<file path="src/hdl/ebzp_pkg.sv">
// ----------------------------------------------------------------------------
// ebzp_pkg
// Shared types and constants of the eased Bezier path generator.
// ----------------------------------------------------------------------------
package ebzp_pkg;
	localparam int CoordBits = 20;
	localparam int TimeBits  = 24;
	localparam int StepBits  = 20;
	localparam int PFrac     = 23;
	localparam int CfgIdxBits = 3;

	localparam logic [CfgIdxBits-1:0] REG_START = 3'd0;
	localparam logic [CfgIdxBits-1:0] REG_CTRL  = 3'd1;
	localparam logic [CfgIdxBits-1:0] REG_END   = 3'd2;
	localparam logic [CfgIdxBits-1:0] REG_DUR   = 3'd3;
	localparam logic [CfgIdxBits-1:0] REG_EIN   = 3'd4;
	localparam logic [CfgIdxBits-1:0] REG_EOUT  = 3'd5;

	// Datapath operations, one per controller step.
	typedef enum logic [3:0] {
		OP_NONE, OP_SETUP, OP_DIVR, OP_DIVIN, OP_SMIN1, OP_SMIN2, OP_APPIN,
		OP_DIVOUT, OP_SMOUT1, OP_SMOUT2, OP_APPOUT, OP_INC, OP_WGT1, OP_WGT2,
		OP_ACC, OP_FIN
	} op_t;

	typedef struct packed {
		op_t        op;
		logic       start;    // first cycle of a divider operation
		logic       load;     // a tick request is taken at this edge
		logic [1:0] axis;
	} cmd_t;

	typedef struct packed {
		logic div_done;
		logic ein_active;
		logic eout_active;
	} sts_t;
endpackage

</file>
<file path="src/hdl/ebzp_ctrl.sv">
// ----------------------------------------------------------------------------
// ebzp_ctrl
// Sequencer that steps the datapath through one tick and owns the handshakes.
// ----------------------------------------------------------------------------
module ebzp_ctrl (
	input  logic           clk,
	input  logic           arst_n,
	input  logic           in_valid,
	output logic           in_stall,
	output logic           out_valid,
	input  logic           out_stall,
	input  ebzp_pkg::sts_t sts,
	output ebzp_pkg::cmd_t cmd
);
	typedef enum logic [5:0] {
		ST_IDLE = 6'b000001,
		ST_DIV  = 6'b000010,
		ST_MUL  = 6'b000100,
		ST_AXIS = 6'b001000,
		ST_OUT  = 6'b010000,
		ST_SPARE = 6'b100000
	} state_t;

	state_t        state_q;
	ebzp_pkg::op_t op_q;
	logic          start_q;
	logic [1:0]    axis_q;

	assign in_stall  = state_q != ST_IDLE;
	assign out_valid = state_q == ST_OUT;
	assign cmd.op    = op_q;
	assign cmd.start = start_q;
	assign cmd.load  = (state_q == ST_IDLE) && in_valid;
	assign cmd.axis  = axis_q;

	always_ff @(posedge clk or negedge arst_n) begin
		if (!arst_n) begin
			state_q <= ST_IDLE; op_q <= ebzp_pkg::OP_NONE; start_q <= 1'b0;
			axis_q <= '0;
		end else begin
			start_q <= 1'b0;
			case (state_q)
				ST_IDLE: if (in_valid) begin
					op_q <= ebzp_pkg::OP_SETUP; state_q <= ST_MUL;
				end
				ST_DIV: if (!start_q && sts.div_done) state_q <= ST_MUL;
				ST_MUL: begin
					// Pick the next step of the tick.
					case (op_q)
						ebzp_pkg::OP_SETUP: begin
							op_q <= ebzp_pkg::OP_DIVR; start_q <= 1'b1; state_q <= ST_DIV;
						end
						ebzp_pkg::OP_DIVR: begin
							if (sts.ein_active) begin
								op_q <= ebzp_pkg::OP_DIVIN; start_q <= 1'b1; state_q <= ST_DIV;
							end else if (sts.eout_active) begin
								op_q <= ebzp_pkg::OP_DIVOUT; start_q <= 1'b1; state_q <= ST_DIV;
							end else op_q <= ebzp_pkg::OP_INC;
						end
						ebzp_pkg::OP_DIVIN:  op_q <= ebzp_pkg::OP_SMIN1;
						ebzp_pkg::OP_SMIN1:  op_q <= ebzp_pkg::OP_SMIN2;
						ebzp_pkg::OP_SMIN2:  op_q <= ebzp_pkg::OP_APPIN;
						ebzp_pkg::OP_APPIN: begin
							if (sts.eout_active) begin
								op_q <= ebzp_pkg::OP_DIVOUT; start_q <= 1'b1; state_q <= ST_DIV;
							end else op_q <= ebzp_pkg::OP_INC;
						end
						ebzp_pkg::OP_DIVOUT: op_q <= ebzp_pkg::OP_SMOUT1;
						ebzp_pkg::OP_SMOUT1: op_q <= ebzp_pkg::OP_SMOUT2;
						ebzp_pkg::OP_SMOUT2: op_q <= ebzp_pkg::OP_APPOUT;
						ebzp_pkg::OP_APPOUT: op_q <= ebzp_pkg::OP_INC;
						ebzp_pkg::OP_INC:    op_q <= ebzp_pkg::OP_WGT1;
						ebzp_pkg::OP_WGT1:   op_q <= ebzp_pkg::OP_WGT2;
						default: begin
							op_q <= ebzp_pkg::OP_ACC; axis_q <= 2'd0;
							state_q <= ST_AXIS;
						end
					endcase
				end
				ST_AXIS: begin
					if (op_q == ebzp_pkg::OP_ACC) op_q <= ebzp_pkg::OP_FIN;
					else if (axis_q == 2'd2) begin
						op_q <= ebzp_pkg::OP_NONE; state_q <= ST_OUT;
					end else begin
						axis_q <= axis_q + 2'd1; op_q <= ebzp_pkg::OP_ACC;
					end
				end
				ST_OUT: if (!out_stall) state_q <= ST_IDLE;
				default: state_q <= ST_IDLE;
			endcase
		end
	end
endmodule

</file>
<file path="config.mk">
export PLATFORM = sky130hd
export DESIGN_NAME = ebzp_ctrl
export DESIGN_NICKNAME = d
export VERILOG_FILES = /design/src/hdl/ebzp_pkg.sv /design/src/hdl/ebzp_ctrl.sv
export SDC_FILE = /design/constraint.sdc
export NUM_CORES = 1
export LEC_CHECK = 0
export BUFFER_PORTS_ARGS = -buffer_cell sky130_fd_sc_hd__buf_2
export CORE_MARGIN = 2
export CORE_UTILIZATION = 45
export CTS_BUF_LIST = sky130_fd_sc_hd__clkbuf_8 sky130_fd_sc_hd__clkbuf_16
export CTS_CLUSTER_SIZE = 12
export DETAILED_ROUTE_END_ITERATION = 12
export GPL_ROUTABILITY_DRIVEN = 0
export HOLD_SLACK_MARGIN = 0.06
export PLACE_DENSITY = 0.75
export SYNTH_ARGS = -nofsm -noshare
export SYNTH_HDL_FRONTEND = slang
export SYNTH_SLANG_ARGS = --single-unit
</file>
<file path="constraint.sdc">
create_clock -name clk -period 1.7 [get_ports clk]
set_input_delay 0.34 -clock clk [delete_from_list [all_inputs] [get_ports clk]]
set_output_delay 0.34 -clock clk [all_outputs]
set_load 0.01 [all_outputs]
</file>
==> impl_metrics.py <==
metrics = {
    "run_status": {
        "status": "finished, violations left",
        "violations": "setup timing",
    },
    "timing": {
        "fin_skew_ns": 0.00454,
        "min_period_ns": 1.80,
        "setup_tns_ns": -0.315,
        "finalHoldViolCount": 0,
        "finalCritPeriodShare_pct": 106,
        "hold_slack_ns": 0.499,
        "setup_viol": 7,
        "setup_slack_ns": -0.104,
        "rsz0062_at_grt": "true",
        "max_freq_ghz": 0.554,
        "slew_viol_final": 0,
    },
    "grt": {
        "grt_pass1_wl_um": 4260,
        "grt_start_max_net_pins": 18,
        "overflow": 0,
        "grt.total_usage_pct": 22.8,
        "grt_pass1_vias": 996,
        "antenna_found_initial": 0,
    },
    "floorplan": {
        "die_w_um": 49.3,
        "die_h_um": 49.3,
        "core_sq_um": 1940,
        "io_pins": 17,
        "fp-row-count": 16,
        "start_util_pct": 47.5,
        "die_area_sq_um": 2430,
    },
    "synth": {
        "synth-edff-count": 0,
        "ys.flop_type": "dfrtp_1",
        "ys_top_cells_by_area": "dfrtp_1, nor2_1, nand2b_1",
        "synthArstFlopShare_pct": 100,
        "synthDistinctLibCells": 43,
        "yosys_register_bits": 13,
        "netlist.area_leader.share_pct": 32.6,
        "syn_nets": 118,
        "synth_largest_area_cell": "dfrtp_1",
        "yosys_warnings": 0,
        "netlist_instances": 110,
        "yosysSeqAreaShare_pct": 35.4,
        "avgSynthCellArea_sq_um": 8.38,
        "syn_area_sq_um": 922,
    },
    "layout": {
        "drive_above_1_share_pct": 38.4,
        "multi_input_area_sq_um": 629,
        "post-route-util_pct": 67.8,
        "diodes": 0,
        "final_nets": 155,
        "nFillCells": 146,
        "area_growth_pct": 42.7,
        "seq_area_sq_um": 327,
    },
    "placed_design": {
        "io_buffer_count": 16,
        "dp_hpwl_um": 1720,
    },
    "worst_setup_path": {
        "worstRegToRegCells": 4,
        "crit_path_end_kind": "output pin",
        "cp_slowest_stage_delay_ns": 0.38,
        "critical_path_class": "reg2out",
        "crit_fanout": 3,
        "cp.depth": 5,
        "critPathLaunchType": "register",
        "crit_buf_inv": 2,
        "path_cells": "buf_6 > nor4_4 > nand3b_1 > nor2_1 > buf_2",
        "crit_required_ns": 1.36,
        "crit_family": "simple AND/OR/NAND/NOR gates",
        "arrival_ns": 1.46,
        "crit_slowest_cell": "dfrtp_1",
    },
    "detailed_routing": {
        "vias": 995,
        "wl_um": 2620,
        "postRouteAntennaNets": 0,
        "drc": 0,
        "routedWlPerCell_um": 15.1,
        "drtIter0Drc": 57,
        "drtPass1Iterations": 5,
        "post_drt_via_cell_ratio": 5.75,
    },
    "power": {
        "p_per_area_nw_per_um2": 1270,
        "vdd_ir_drop_max_mv": 0.834,
        "power.leakage_nw": 0.607,
        "swShare_pct": 40.3,
        "seqPwrFrac_pct": 26.1,
        "p_switching_mw": 0.673,
        "clock_power_share_pct": 16.1,
        "combPwrFrac_pct": 57.8,
        "p_int_mw": 0.995,
    },
    "clocking": {
        "clock-sinks": 13,
        "cts_made_buffers": 3,
        "clockBufferDepth": 2,
        "cts_max_level": 1,
        "cts_tree": "built",
        "worstSkewPairLatency_ns": 0.24,
        "root_buffer": "clkbuf_8",
        "clk_pin_slew_ns": 0.06,
    },
    "hold_path": {
        "min_path_type": "in2reg",
        "hold_depth": 4,
    },
    "job": {
        "maxCapViolCount": 0,
    },
}
## cells by family after synthesis
family / synth area share, %
other: 0.407
muxes: 2.17
and+or+nand+nor: 26.5
buffers and inverters: 5.02
DFF: 35.4
adders and majority gates: 1.36
AOI/OAI and AO/OA: 29.2
## sequential cells by signal, indices dropped and copies added, names as in the netlist
| name | cells |
|---|---|
| start_q | 1 |
| state_q | 6 |
| axis_q | 2 |
| op_q | 4 |
## tightest hold or removal path, stage by stage
cell     delay (ns)
buf_2          0.12
mux2i_4        0.09
nor2_1         0.09
o21ai_1        0.06
## Yosys cell counts, types with 3 or more instances
master and number:
a21o_1 4, nand2b_1 5, nor2b_1 4, nor2_1 10, dfrtp_1 12, a21oi_1 3
nor3b_1 3, o211ai_1 4, clkbuf_1 4, inv_1 5, a31oi_1 4, o21ai_0 6
nand2_1 8
## cell usage in the layout (no fill, tap or decap), types with 3 or more instances in the layout
cell      instances
a21o_1            4
a31oi_1           4
buf_2            16
buf_4            17
buf_6             4
clkbuf_8          3
dfrtp_1          12
inv_1             5
nand2_1           8
nand2b_1          5
nor2_1            8
nor2b_1           4
nor3b_1           3
o211ai_1          4
o21ai_0           4
## power by group through the flow
stage	Combinational [mW]	Sequential (mW)	Clock [mW]
3_5_place_dp	0.789	0.429	0
4_1_cts	0.888	0.433	0.275
6_report	0.965	0.436	0.268
3_3_place_gp	0.769	0.427	0
5_1_grt	1.04	0.448	0.289
2_1_floorplan	0.450	0.477	0
## stage by stage
step           power (mW)  cell area, sq um  worst slack (ns)  cells
2_1_floorplan       0.927               922            -0.137    110
3_3_place_gp         1.20              1150            -0.143    166
3_5_place_dp         1.22              1150            -0.180    166
4_1_cts              1.60              1270           -0.0757    173
5_1_grt              1.78              1320            -0.156    173
6_report             1.67              1320            -0.104    173
## timing repair
item                       CTS  global route
resized for setup            9            13
buffers inserted             2             0
hold buffers                 1             0
pin swaps                    6             8
setup endpoints to repair   13            12
hold endpoints to repair    12             0
## metal layers
metal  vias up  global-route usage, %  wire length [um]
met4         0                   11.0                38
met2        46                   39.9              1320
li1        481                      -                 -
met3         5                   3.37               128
met1       463                   27.1              1120
met5         -                      0                 0
## final cells by class
class,count,share of cell area [%]
multi-input cells,86,47.8
flip-flops and latches,13,24.8
repair buffers,38,20.0
clock buffers,3,3.14
well taps,27,2.57
inverters,5,1.43
clock inverters,1,0.285
## final timing paths
kind                                          end                   start  slack (ns)
max reg2reg                 axis_q[1]$_DFFE_PN0P_  state_q[0]$_DFFE_PN1P_       -0.08
min reg2reg                 axis_q[1]$_DFFE_PN0P_   axis_q[1]$_DFFE_PN0P_        0.51
max                                        cmd[2]  state_q[5]$_DFFE_PN0P_       -0.10
min in group asynchronous  state_q[2]$_DFFE_PN0P_                  arst_n        0.52
max in group asynchronous  state_q[0]$_DFFE_PN1P_                  arst_n        0.89
min                           op_q[3]$_DFFE_PN0P_                in_valid        0.50
Note: power is estimated with default switching activity, not from simulation.
